**config.mk**
```make
export PLATFORM = sky130hd
export DESIGN_NAME = char_lcd_nibble_write_sequencer
export DESIGN_NICKNAME = d
export VERILOG_FILES = /design/src/rtl/clnws_pkg.sv /design/src/rtl/char_lcd_nibble_write_sequencer.sv /design/src/rtl/clnws_front.sv /design/src/rtl/clnws_queue.sv /design/src/rtl/clnws_back.sv
export SDC_FILE = /design/constraint.sdc
export NUM_CORES = 1
export LEC_CHECK = 0
export ABC_CLOCK_PERIOD_IN_PS = 2900
export BUFFER_PORTS_ARGS = -buffer_cell sky130_fd_sc_hd__buf_2
export CAP_MARGIN = 5
export CORE_ASPECT_RATIO = 1.25
export CORE_MARGIN = 1.5
export CORE_UTILIZATION = 40
export CTS_CLUSTER_SIZE = 16
export DETAILED_ROUTE_END_ITERATION = 7
export HOLD_SLACK_MARGIN = 0.12
export SKIP_LAST_GASP = 1
export SYNTH_ARGS = -nofsm -noshare
export SYNTH_HDL_FRONTEND = slang
export SYNTH_SLANG_ARGS = --single-unit
```
**constraint.sdc**
```tcl
create_clock -name clk_i -period 2.9 [get_ports clk_i]
set_input_delay 0.58 -clock clk_i [delete_from_list [all_inputs] [get_ports clk_i]]
set_output_delay 0.58 -clock clk_i [all_outputs]
set_load 0.005 [all_outputs]
```
**src/rtl/clnws_pkg.sv**
```systemverilog
package clnws_pkg;

  typedef enum logic [1:0] {
    ACT_INIT = 2'd0,
    ACT_CMD  = 2'd1,
    ACT_CHAR = 2'd2,
    ACT_GOTO = 2'd3
  } action_e;

  localparam logic [1:0] REG_LINE0_BASE = 2'd0;
  localparam logic [1:0] REG_LINE1_BASE = 2'd1;
  localparam logic [1:0] REG_LINE2_BASE = 2'd2;
  localparam logic [1:0] REG_LINE3_BASE = 2'd3;

  localparam logic [6:0] LINE0_RESET = 7'd0;
  localparam logic [6:0] LINE1_RESET = 7'd64;
  localparam logic [6:0] LINE2_RESET = 7'd20;
  localparam logic [6:0] LINE3_RESET = 7'd84;

  localparam logic [7:0] CMD_FUNCTION_SET = 8'h28;
  localparam logic [7:0] CMD_DISPLAY_ON   = 8'h0C;
  localparam logic [7:0] CMD_SET_ADDRESS  = 8'h80;

  localparam logic [3:0] NIB_WAKE  = 4'h3;
  localparam logic [3:0] NIB_4BIT  = 4'h2;
  localparam logic [3:0] HOLD_LONG = 4'd15;
  localparam logic [3:0] HOLD_SHORT = 4'd1;

  localparam logic [3:0] INIT_LAST_IDX = 4'd14;

  typedef struct packed {
    logic       is_init;
    logic [7:0] byte_val;
    logic       rs;
  } desc_t;

  typedef struct packed {
    logic [3:0] nibble;
    logic       reg_select;
    logic       enable;
    logic [3:0] hold_ms;
    logic       last;
  } event_t;

  function automatic event_t lcd_event(desc_t d, logic [3:0] idx);
    event_t     ev;
    logic [3:0] k;
    logic [7:0] b;
    logic [1:0] j;
    ev = '0;
    k  = '0;
    b  = '0;
    j  = '0;
    ev.hold_ms = HOLD_SHORT;
    if (d.is_init) begin
      if (idx == 4'd0) begin
        ev.hold_ms = HOLD_LONG;
      end else if (idx inside {[4'd1:4'd6]}) begin
        k = idx - 4'd1;
        ev.nibble = (k[2:1] == 2'd2) ? NIB_4BIT : NIB_WAKE;
        ev.enable = ~k[0];
      end else begin
        k = idx - 4'd7;
        b = k[2] ? CMD_DISPLAY_ON : CMD_FUNCTION_SET;
        j = k[1:0];
        ev.nibble = j[1] ? b[3:0] : b[7:4];
        ev.enable = ~j[0];
      end
      ev.last = (idx == INIT_LAST_IDX);
    end else begin
      j = idx[1:0];
      ev.nibble     = j[1] ? d.byte_val[3:0] : d.byte_val[7:4];
      ev.enable     = ~j[0];
      ev.reg_select = d.rs & ~j[0];
      ev.last       = (j == 2'd3);
    end
    return ev;
  endfunction

endpackage

```
**src/rtl/char_lcd_nibble_write_sequencer.sv**
```systemverilog
// Character LCD 4-bit write sequencer.
// Requests enter through a queue-style port: action, byte_value, column and
// row are taken at an edge with push high and full low. Each request becomes
// a run of pin events (nibble, reg_select, enable, hold_ms, last) presented
// queue-style: the oldest event is on the outputs while empty is low and is
// taken at an edge with pop high. last marks the final event of a run.
// Init yields 15 events; command, character and goto yield 4 events each.
// An accepted request moves from the queue into the sequencer, and its first
// event is then registered onto the outputs. The sequencer emits one event per
// cycle unless pop stalls it, and loads the next queued request as it emits
// the last event of a run. A small request queue between the front end and
// the sequencer lets new requests be accepted while events are still
// draining; full rises when it holds QueueDepth requests. When pop stays
// low, the current event holds on the outputs and the sequencer waits. Line
// base registers are written through cfg_we_i/cfg_idx_i/cfg_data_i while
// idle, which the user must keep to; the block does not enforce it. Reset
// empties both sides and restores the line bases to 0, 64, 20 and 84.
module char_lcd_nibble_write_sequencer #(
  parameter int QueueDepth = 2
) (
  input  logic       clk_i,
  input  logic       rst_ni,
  input  logic       cfg_we_i,
  input  logic [1:0] cfg_idx_i,
  input  logic [6:0] cfg_data_i,
  input  logic       push,
  output logic       full,
  input  logic [1:0] action_i,
  input  logic [7:0] byte_value_i,
  input  logic [7:0] column_i,
  input  logic [7:0] row_i,
  output logic       empty,
  input  logic       pop,
  output logic [3:0] nibble_o,
  output logic       reg_select_o,
  output logic       enable_o,
  output logic [3:0] hold_ms_o,
  output logic       last_o
);

  clnws_pkg::desc_t  front_desc, q_desc;
  clnws_pkg::event_t ev;
  logic              q_empty, q_rd;

  clnws_front u_front (
    .clk_i        (clk_i),
    .rst_ni       (rst_ni),
    .cfg_we_i     (cfg_we_i),
    .cfg_idx_i    (cfg_idx_i),
    .cfg_data_i   (cfg_data_i),
    .action_i     (action_i),
    .byte_value_i (byte_value_i),
    .column_i     (column_i),
    .row_i        (row_i),
    .desc_o       (front_desc)
  );

  clnws_queue #(
    .Depth (QueueDepth)
  ) u_queue (
    .clk_i   (clk_i),
    .rst_ni  (rst_ni),
    .wr_i    (push),
    .wdata_i (front_desc),
    .full_o  (full),
    .rd_i    (q_rd),
    .rdata_o (q_desc),
    .empty_o (q_empty)
  );

  clnws_back u_back (
    .clk_i     (clk_i),
    .rst_ni    (rst_ni),
    .q_empty_i (q_empty),
    .q_desc_i  (q_desc),
    .q_rd_o    (q_rd),
    .empty     (empty),
    .pop       (pop),
    .event_o   (ev)
  );

  assign nibble_o     = ev.nibble;
  assign reg_select_o = ev.reg_select;
  assign enable_o     = ev.enable;
  assign hold_ms_o    = ev.hold_ms;
  assign last_o       = ev.last;

endmodule

```
**src/rtl/clnws_front.sv**
```systemverilog
module clnws_front (
  input  logic               clk_i,
  input  logic               rst_ni,
  input  logic               cfg_we_i,
  input  logic [1:0]         cfg_idx_i,
  input  logic [6:0]         cfg_data_i,
  input  logic [1:0]         action_i,
  input  logic [7:0]         byte_value_i,
  input  logic [7:0]         column_i,
  input  logic [7:0]         row_i,
  output clnws_pkg::desc_t   desc_o
);

  logic [6:0] base_q [4];
  logic [6:0] base;
  logic [6:0] addr;

  always_ff @(posedge clk_i or negedge rst_ni) begin
    if (!rst_ni) begin
      base_q[0] <= clnws_pkg::LINE0_RESET;
      base_q[1] <= clnws_pkg::LINE1_RESET;
      base_q[2] <= clnws_pkg::LINE2_RESET;
      base_q[3] <= clnws_pkg::LINE3_RESET;
    end else if (cfg_we_i) begin
      case (cfg_idx_i)
        clnws_pkg::REG_LINE0_BASE: base_q[0] <= cfg_data_i;
        clnws_pkg::REG_LINE1_BASE: base_q[1] <= cfg_data_i;
        clnws_pkg::REG_LINE2_BASE: base_q[2] <= cfg_data_i;
        clnws_pkg::REG_LINE3_BASE: base_q[3] <= cfg_data_i;
        default: ;
      endcase
    end
  end

  // Rows above three fall back to row 0.
  assign base = (row_i > 8'd3) ? base_q[0] : base_q[row_i[1:0]];
  assign addr = base + column_i[6:0];

  always_comb begin
    desc_o = '0;
    case (clnws_pkg::action_e'(action_i))
      clnws_pkg::ACT_INIT: desc_o.is_init = 1'b1;
      clnws_pkg::ACT_CMD:  desc_o.byte_val = byte_value_i;
      clnws_pkg::ACT_CHAR: begin
        desc_o.byte_val = byte_value_i;
        desc_o.rs       = 1'b1;
      end
      clnws_pkg::ACT_GOTO: desc_o.byte_val = clnws_pkg::CMD_SET_ADDRESS | {1'b0, addr};
      default: ;
    endcase
  end

endmodule

```
**src/rtl/clnws_queue.sv**
```systemverilog
module clnws_queue #(
  parameter int Depth = 2
) (
  input  logic             clk_i,
  input  logic             rst_ni,
  input  logic             wr_i,
  input  clnws_pkg::desc_t wdata_i,
  output logic             full_o,
  input  logic             rd_i,
  output clnws_pkg::desc_t rdata_o,
  output logic             empty_o
);

  localparam int PtrW = (Depth > 1) ? $clog2(Depth) : 1;
  localparam int CntW = $clog2(Depth + 1);

  clnws_pkg::desc_t mem_q [Depth];
  logic [PtrW-1:0]  wr_ptr_q, wr_ptr_d, rd_ptr_q, rd_ptr_d;
  logic [CntW-1:0]  cnt_q, cnt_d;
  logic             do_wr, do_rd;

  assign full_o  = (cnt_q == CntW'(Depth));
  assign empty_o = (cnt_q == '0);
  assign do_wr   = wr_i & ~full_o;
  assign do_rd   = rd_i & ~empty_o;
  assign rdata_o = mem_q[rd_ptr_q];

  always_comb begin
    wr_ptr_d = wr_ptr_q;
    rd_ptr_d = rd_ptr_q;
    cnt_d    = cnt_q;
    if (do_wr) begin
      wr_ptr_d = (wr_ptr_q == PtrW'(Depth - 1)) ? '0 : wr_ptr_q + 1'b1;
    end
    if (do_rd) begin
      rd_ptr_d = (rd_ptr_q == PtrW'(Depth - 1)) ? '0 : rd_ptr_q + 1'b1;
    end
    if (do_wr && !do_rd) begin
      cnt_d = cnt_q + 1'b1;
    end else if (do_rd && !do_wr) begin
      cnt_d = cnt_q - 1'b1;
    end
  end

  always_ff @(posedge clk_i or negedge rst_ni) begin
    if (!rst_ni) begin
      wr_ptr_q <= '0;
      rd_ptr_q <= '0;
      cnt_q    <= '0;
    end else begin
      wr_ptr_q <= wr_ptr_d;
      rd_ptr_q <= rd_ptr_d;
      cnt_q    <= cnt_d;
    end
  end

  always_ff @(posedge clk_i) begin
    if (do_wr) begin
      mem_q[wr_ptr_q] <= wdata_i;
    end
  end

endmodule

```
**src/rtl/clnws_back.sv**
```systemverilog
module clnws_back (
  input  logic              clk_i,
  input  logic              rst_ni,
  input  logic              q_empty_i,
  input  clnws_pkg::desc_t  q_desc_i,
  output logic              q_rd_o,
  output logic              empty,
  input  logic              pop,
  output clnws_pkg::event_t event_o
);

  clnws_pkg::desc_t  desc_q, desc_d;
  clnws_pkg::event_t ev, out_q, out_d;
  logic [3:0]        idx_q, idx_d;
  logic              active_q, active_d;
  logic              out_valid_q, out_valid_d;
  logic              adv, emit, done, load;

  assign ev    = clnws_pkg::lcd_event(desc_q, idx_q);
  assign adv   = ~out_valid_q | pop;
  assign emit  = active_q & adv;
  assign done  = emit & ev.last;
  assign load  = ~q_empty_i & (~active_q | done);

  assign q_rd_o  = load;
  assign empty   = ~out_valid_q;
  assign event_o = out_q;

  always_comb begin
    desc_d      = desc_q;
    idx_d       = idx_q;
    active_d    = active_q;
    out_d       = out_q;
    out_valid_d = out_valid_q;
    if (adv) begin
      out_valid_d = emit;
      out_d       = ev;
    end
    if (emit) begin
      idx_d = idx_q + 4'd1;
    end
    if (done) begin
      active_d = 1'b0;
    end
    if (load) begin
      desc_d   = q_desc_i;
      idx_d    = '0;
      active_d = 1'b1;
    end
  end

  always_ff @(posedge clk_i or negedge rst_ni) begin
    if (!rst_ni) begin
      idx_q       <= '0;
      active_q    <= 1'b0;
      out_valid_q <= 1'b0;
    end else begin
      idx_q       <= idx_d;
      active_q    <= active_d;
      out_valid_q <= out_valid_d;
    end
  end

  always_ff @(posedge clk_i) begin
    desc_q <= desc_d;
    out_q  <= out_d;
  end

endmodule

```
==> summary.txt, run 1 <==
Run status
  • Outcome: complete, no violations

Detailed routing
  • Vias: 2449
  • Routed WL: 6.98 mm
  • Initial drt markers: 69
  • DR pass1 iterations: 4
  • Met3 wire len: about 200 µm
  • DR DRC count: 0
  • Wirelength per Cell: 14.2 µm
  • DRT antenna net count: 0
  • Met1 Routed Length: about 2.8 mm
  • DR top layer: met4
  • Met2 wire len: between 3 and 4 mm
  • Via/cell ratio: approximately 5.0

STA
  • Max Slew Vio Count: 0
  • Fin crit share: about 93%
  • F_max: about 370 MHz
  • RSZ-0062 raised after global routing: false
  • Max-slew headroom: about two fifths
  • Setup violations, final: 0
  • Final hold violation count: 0
  • Worst-Margin Slew: 908 ps
  • Clk_skew: ~6 ps
  • Post-route minimum period: about 2700 ps

Clocking
  • Htree depth: 3
  • Post-CTS Resized: 0
  • CTS tree: done
  • Clk sinks: between 70 and 80
  • TritonCTS Buffers: 9
  • Root Buffer: clkbuf_16
  • Worst skew pair latency: approximately 330 ps
  • Clk buf depth: 2
  • Clock-pin slew on the worst setup and hold paths: around 60 ps
  • CTS hold repair buffers: 0
  • Postcts setup bufs: 0

Synthesis
  • Mux contribution to synthesized area: around 14%
  • Yosys top cell area share: between 20 and 30%
  • XOR/XNOR Fraction of Synth Area: ~2.5%
  • Synth top area cells: edfxtp_1, dfrtp_1, mux2_2
  • Cell Area, Synth: about 0.0038 mm²
  • Top post-synthesis cells by count: mux2_2, edfxtp_1, dfrtp_1
  • Most common cell in the netlist: mux2_2
  • Adder-cell area share of the yosys netlist: between 5 and 6%
  • Syn avg cell area: between 10 and 15 µm²
  • Area leader, netlist: edfxtp_1
  • Post-Syn Instances: roughly 300
  • Post-synth EDFFs: 38
  • Cell variety after synth: 46
  • Ys Warns: 0
  • Sequential share of the synthesized area: between 50% and 60%
  • Synth Area in Compound Gates: under 10%
  • Simple-Gate Fraction of Synth Area: between 10% and 20%
  • Synth async-reset ratio: 50.0%
  • Main synth FF type: edfxtp_1
  • #FFs+latches synth: 76
  • Largest family of logic cells by synthesized area: multiplexers
  • Net Count, Synth: 359

Layout
  • Core Util, Final: 50.3%
  • FILL cells: 840
  • Final design area excluding fillers: between 0.004 and 0.005 mm²
  • Ant diodes: 0
  • Layout cells sized above 1: 37.7%
  • P&R area growth vs syn: 21.5%
  • Multi-input gate area: between 0.0015 and 0.002 mm²
  • Nets: 420
  • Register Area: approximately 0.0021 mm²

Die
  • Num ports: 53
  • Core Rows: 39
  • Die area: just over 0.01 mm²
  • Die W: between 90 and 100 µm
  • Chip height: about 110 µm
  • Core area: 0.00922 mm²
  • Initial core utilization: between 40% and 50%

Place
  • Dpl hpwl: ~5.2 mm
  • Cell Area, Placed: about 0.0043 mm²
  • Routability congestion estimate: approximately 0.8
  • PortBufs: 50

Global route
  • Total track usage: between 10% and 20%
  • Initial antenna violation count: 0
  • First-pass GRT wire length: 11.7 mm
  • Overflow after GRT: 0
  • Vias in the first global route: 2520
  • Largest net degree at the start of global routing: 39

Worst hold path
  • Worst Hold Class: input pin to async pin

Critical path
  • Worst path bufs/invs: 2
  • RR Startpoint: u_front.base_q[21]
  • CP startpoint kind: input pin
  • Worst path required time: 3090 ps
  • Slowest cell on crit path: a2111oi_1
  • Delay-heaviest family, CP: compound AO/OA/AOI/OAI gates
  • Worst Path Max Fanout: 6
  • Worst Setup SP: row_i[5]
  • Slowest stage delay, CP: 340 ps
  • Arrival time at the worst endpoint: 2880 ps
  • Critical Path, Cell by Cell: buf_2 > nor2_2 > and3_2 > buf_4 > a31oi_1 > nor2_1 > a221o_1 > ha_1 > o21ai_0 > a21oi_2 > o21a_1 > a2111oi_1 > nand3b_1
  • Worst setup EP type: flop
  • WS Path Type: input pin to flop

Flow run
  • Max Cap Viol: 0

Power and ir drop
  • Maximum vdd drop: between 0.4 and 0.5 mV
  • Leakage: between 1.5 and 2 nW
  • Cell Pwr Density: 848 mW/mm²
## worst paths after layout
path	end	slack, ps	cells after the start
min	u_front.base_q[1]	380	1
min in group clk_i	u_queue.wr_ptr_q	500	1
max reg2reg	u_queue.mem_q[0][7]	400	12
max in group asynchronous	u_front.base_q[23]	1950	1
min reg2reg	u_queue.wr_ptr_q	500	1
max	u_queue.mem_q[0][7]	200	13
## layer usage
layer / GRT usage, % / up-vias
li1: - / 1223
met1: 15.5 / 1174
met2: 28.3 / 41
met3: 3.05 / 11
met4: 7.62 / 0
met5: 0 / -
## state kept, by name, indices dropped and copies added, names as in the netlist
register / cells
u_queue.cnt_q: 2
u_back.active_q: 1
u_back.desc_q: 10
u_back.event_o: 8
u_queue.wr_ptr_q: 1
u_back.out_valid_q: 1
u_front.base_q: 28
u_queue.mem_q: 20
u_back.idx_q: 4
u_queue.rd_ptr_q: 1
## cell usage in the layout, fill, tap and decap left out, types with 4 or more instances in the layout
cell type  instances
mux2_2            44
o21ai_0            4
nand2b_1           9
dfstp_2            6
buf_4             15
dfrtp_1           32
clkbuf_16          9
a221o_1            6
nand3b_1           4
a31oi_1            7
nor2b_1            4
xnor2_1            5
ha_1              15
mux2i_1            5
bufinv_16          4
buf_2             50
xor2_1             6
a21oi_1            7
nor2_1            25
inv_1             13
nand2_1            8
nand3_1            8
edfxtp_1          38
## metrics by stage
| stage | worst slack [ps] | power [mW] | std cells | TNS, ps | hold WS [ps] |
|---|---|---|---|---|---|
| 2_1_floorplan | 3.97 | 2.33 | 303 | 0 | 284 |
| 4_1_cts | 151 | 3.97 | 492 | 0 | 401 |
| 3_3_place_gp | -147 | 2.56 | 476 | -640 | 476 |
| 6_report | 205 | 3.93 | 492 | 0 | 375 |
| 5_1_grt | 17.5 | 4.16 | 492 | 0 | 451 |
| 3_5_place_dp | -201 | 2.59 | 476 | -935 | 483 |
## logic make-up (layout without fill, tap and decap cells)
group | Yosys count | count (layout)
buffers and inverters | 28 | 94
other | 1 | 1
AND/OR/NAND/NOR | 75 | 75
AO/OA/AOI/OAI | 47 | 47
multiplexers | 49 | 49
flip-flops | 76 | 76
XOR/XNOR | 11 | 11
adder cells (fa/ha/maj) | 16 | 16
## report_power, final
part,switching (mW),total (mW),internal (mW)
clock network,0.436,1.37,0.931
registers,0.184,1.64,1.46
logic,0.437,0.924,0.487
## final cells by class
type,count,area share (%)
multi-input cells,199,34.7
flip-flops and latches,76,45.3
well taps,123,3.32
inverters,13,1.05
clock inverters,6,2.97
repair buffers,65,7.82
clock buffers,10,4.94
## worst register-to-register path: cells and delay by family (launching register included)
family          cells  cell delay (ps)
compound gates      5              990
simple gates        4              530
flops               1              390
fa+ha+maj           2              370
buf+inv             1               70
Power figures use the tool's default switching activity.
==> run 2: changes to the inputs <==
ABC_CLOCK_PERIOD_IN_PS = 2950   (was 2900)
clock period = 2.95 ns   (was 2.9 ns; I/O delays follow)
==> summary.txt, run 2 (synthesis gave the netlist of run 1 again) <==
Run status
  • Outcome: complete, no violations

Detailed routing
  • Wirelength per Cell: 14.4 µm (+1.2%)
  • DR pass1 iterations: 4 (unchanged)
  • Vias: 2510 (+2.5%)
  • Initial drt markers: 81 (+17%)
  • Via/cell ratio: 5.09 (+2.3%)
  • DRT antenna net count: 0 (unchanged)
  • DR DRC count: 0 (unchanged)
  • Routed WL: 7.08 mm (+1.4%)

Place
  • PortBufs: 50 (unchanged)
  • Routability congestion estimate: 0.788 (+0.64%)
  • Dpl hpwl: 5.31 mm (+1.5%)
  • DP Cell Count: 477 (+0.21%)

Layout
  • Largest register FFs: 28 (unchanged)
  • Nets: 421 (+0.24%)
  • Non-Filler Instances: 493 (+0.20%)
  • P&R area growth vs syn: 20.4%
  • Commonest cells after routing, fill and taps aside: buf_2, mux2_2, edfxtp_1, dfrtp_1, nor2_1
  • Layout cells sized above 1: 37.3% (-0.37 points)
  • Largest Register: u_front.base_q
  • Ant diodes: 0 (unchanged)
  • Top Registers: u_front.base_q x28, u_queue.mem_q x20, u_back.desc_q x10
  • Commonest non-fill, non-tap cell in the layout: buf_2

Die
  • Initial core utilization: 41.4% (unchanged)
  • Die area: 0.0101 mm² (unchanged)
  • Chip height: 112 µm (unchanged)
  • Core area: 0.00922 mm² (unchanged)
  • Die W: 90.4 µm (unchanged)
  • Num ports: 53 (unchanged)
  • Core Rows: 39 (unchanged)

Clocking
  • Worst skew pair latency: 330 ps (about the same)
  • Htree depth: 3 (unchanged)
  • Clock-pin slew on the worst setup and hold paths: 60 ps (about the same)
  • TritonCTS Buffers: 9 (unchanged)
  • CTS hold repair buffers: 0 (unchanged)
  • CTS tree: done
  • Clk sinks: 76 (unchanged)
  • Clk buf depth: 2 (unchanged)
  • Post-CTS Resized: 0 (unchanged)
  • Root Buffer: clkbuf_16
  • Postcts setup bufs: 0 (unchanged)

STA
  • Max-slew headroom: 41.8% (+2.3 points)
  • Max Slew Vio Count: 0 (unchanged)
  • Clk_skew: 6.31 ps (+0.331 ps)
  • Worst hold margin: 380 ps (+4.54 ps)
  • Setup violations, final: 0 (unchanged)
  • Final hold violation count: 0 (unchanged)
  • Post-route minimum period: 2740 ps
  • Post-route setup TNS: 0 ps (unchanged)
  • Worst-Margin Slew: 873 ps (-34.8 ps)
  • RSZ-0062 raised after global routing: false
  • F_max: around 370 MHz
  • Fin crit share: between 90% and 100%

Global route
  • Total track usage: 15.1% (+0.17 points)
  • Vias in the first global route: 2567 (+1.9%)
  • Overflow after GRT: 0 (unchanged)
  • First-pass GRT wire length: 12.0 mm (+2.3%)
  • Largest net degree at the start of global routing: 39 (unchanged)
  • Initial antenna violation count: 0 (unchanged)

Critical path
  • Critical Path, Cell by Cell: buf_2 > nor2_2 > and3_1 > and2_1 > a221o_1 > ha_1 > inv_1 > fa_1 > nand2b_1 > a21oi_2 > o21a_1 > a2111oi_0 > nand3b_1
  • Worst Path Max Fanout: 4 (-2)
  • Worst r2r path cells: 12 (unchanged)
  • Worst setup EP type: flop
  • Worst path required time: 3010 ps (-80 ps)
  • Slowest stage delay, CP: 370 ps (+30 ps)
  • Worst path bufs/invs: 2 (unchanged)
  • RR Startpoint: u_front.base_q[21]
  • Worst R2R Setup Slack: 450 ps (+50 ps)
  • CP startpoint kind: input pin
  • Slowest cell on crit path: fa_1
  • Arrival time at the worst endpoint: 2790 ps (-90 ps)
  • Delay-heaviest family, CP: simple AND/OR/NAND/NOR gates
  • WS Path Type: input pin to flop
  • Reg2reg end: u_queue.mem_q[1][7]

Power and ir drop
  • Maximum vdd drop: 0.390 mV (-3.3%)
  • Cell Pwr Density: 809 mW/mm² (-4.6%)
  • Leakage: 1.95 nW (-0.85%)

Worst hold path
  • Worst Hold Class: input pin to async pin

Flow run
  • Max Cap Viol: 0 (unchanged)
## run 2: final cells by class
type	count	area (µm²)
clock buffers	11	243
clock inverters	5	85.1
fillers	835	4620
inverters	13	48.8
multi-input cells	199	1600
flip-flops and latches	76	2100
well taps	123	154
repair buffers	66	370
## run 2: worst max-delay path by stage
stage	startpoint	end	slack [ps]	cells after the start
2_1_floorplan	row_i[5]	u_queue.mem_q[0][7]	20	14
3_3_place_gp	row_i[3]	u_queue.mem_q[0][7]	-110	13
3_5_place_dp	row_i[5]	u_queue.mem_q[0][7]	-140	14
4_1_cts	row_i[3]	u_queue.mem_q[1][7]	190	14
5_1_grt	row_i[3]	u_queue.mem_q[1][7]	10	14
6_report	row_i[3]	u_queue.mem_q[1][7]	210	13
## run 2: metrics by stage
step | area [µm²] | worst slack [ps] | utilization [%] | total power [mW]
after floorplan | 3830 | 17.2 | - | 2.29
after detailed placement | 4270 | -143 | 46.3 | 2.55
after global placement | 4270 | -112 | 46.3 | 2.52
final | 4600 | 214 | 49.9 | 3.72
after CTS | 4600 | 188 | 49.9 | 3.76
after global routing | 4600 | 10.9 | 49.9 | 3.95
## run 2: where the power goes
part	total, mW	leakage (nW)	internal, mW	switching [mW]
clock	1.19	0.156	0.767	0.425
sequential	1.62	0.799	1.43	0.185
combinational	0.910	0.992	0.477	0.433
total	3.72	1.95	2.68	1.04
## run 2: layer usage
layer	global-route usage (%)	wire length, µm	vias up
li1	-	-	1231
met1	16.0	2810	1228
met2	28.9	3980	41
met3	2.85	183	10
met4	6.46	112	0
met5	0	0	-
## run 2: worst register-to-register path: stages, from the launching register on
cell and delay (ps):
dfrtp_1 400, and2b_1 160, a31oi_1 130, nor2_1 60, a221o_1 260, ha_1 190
inv_1 70, fa_1 170, nand2b_1 150, a21oi_2 70, o21a_1 180, a2111oi_0 320
nand3b_1 180
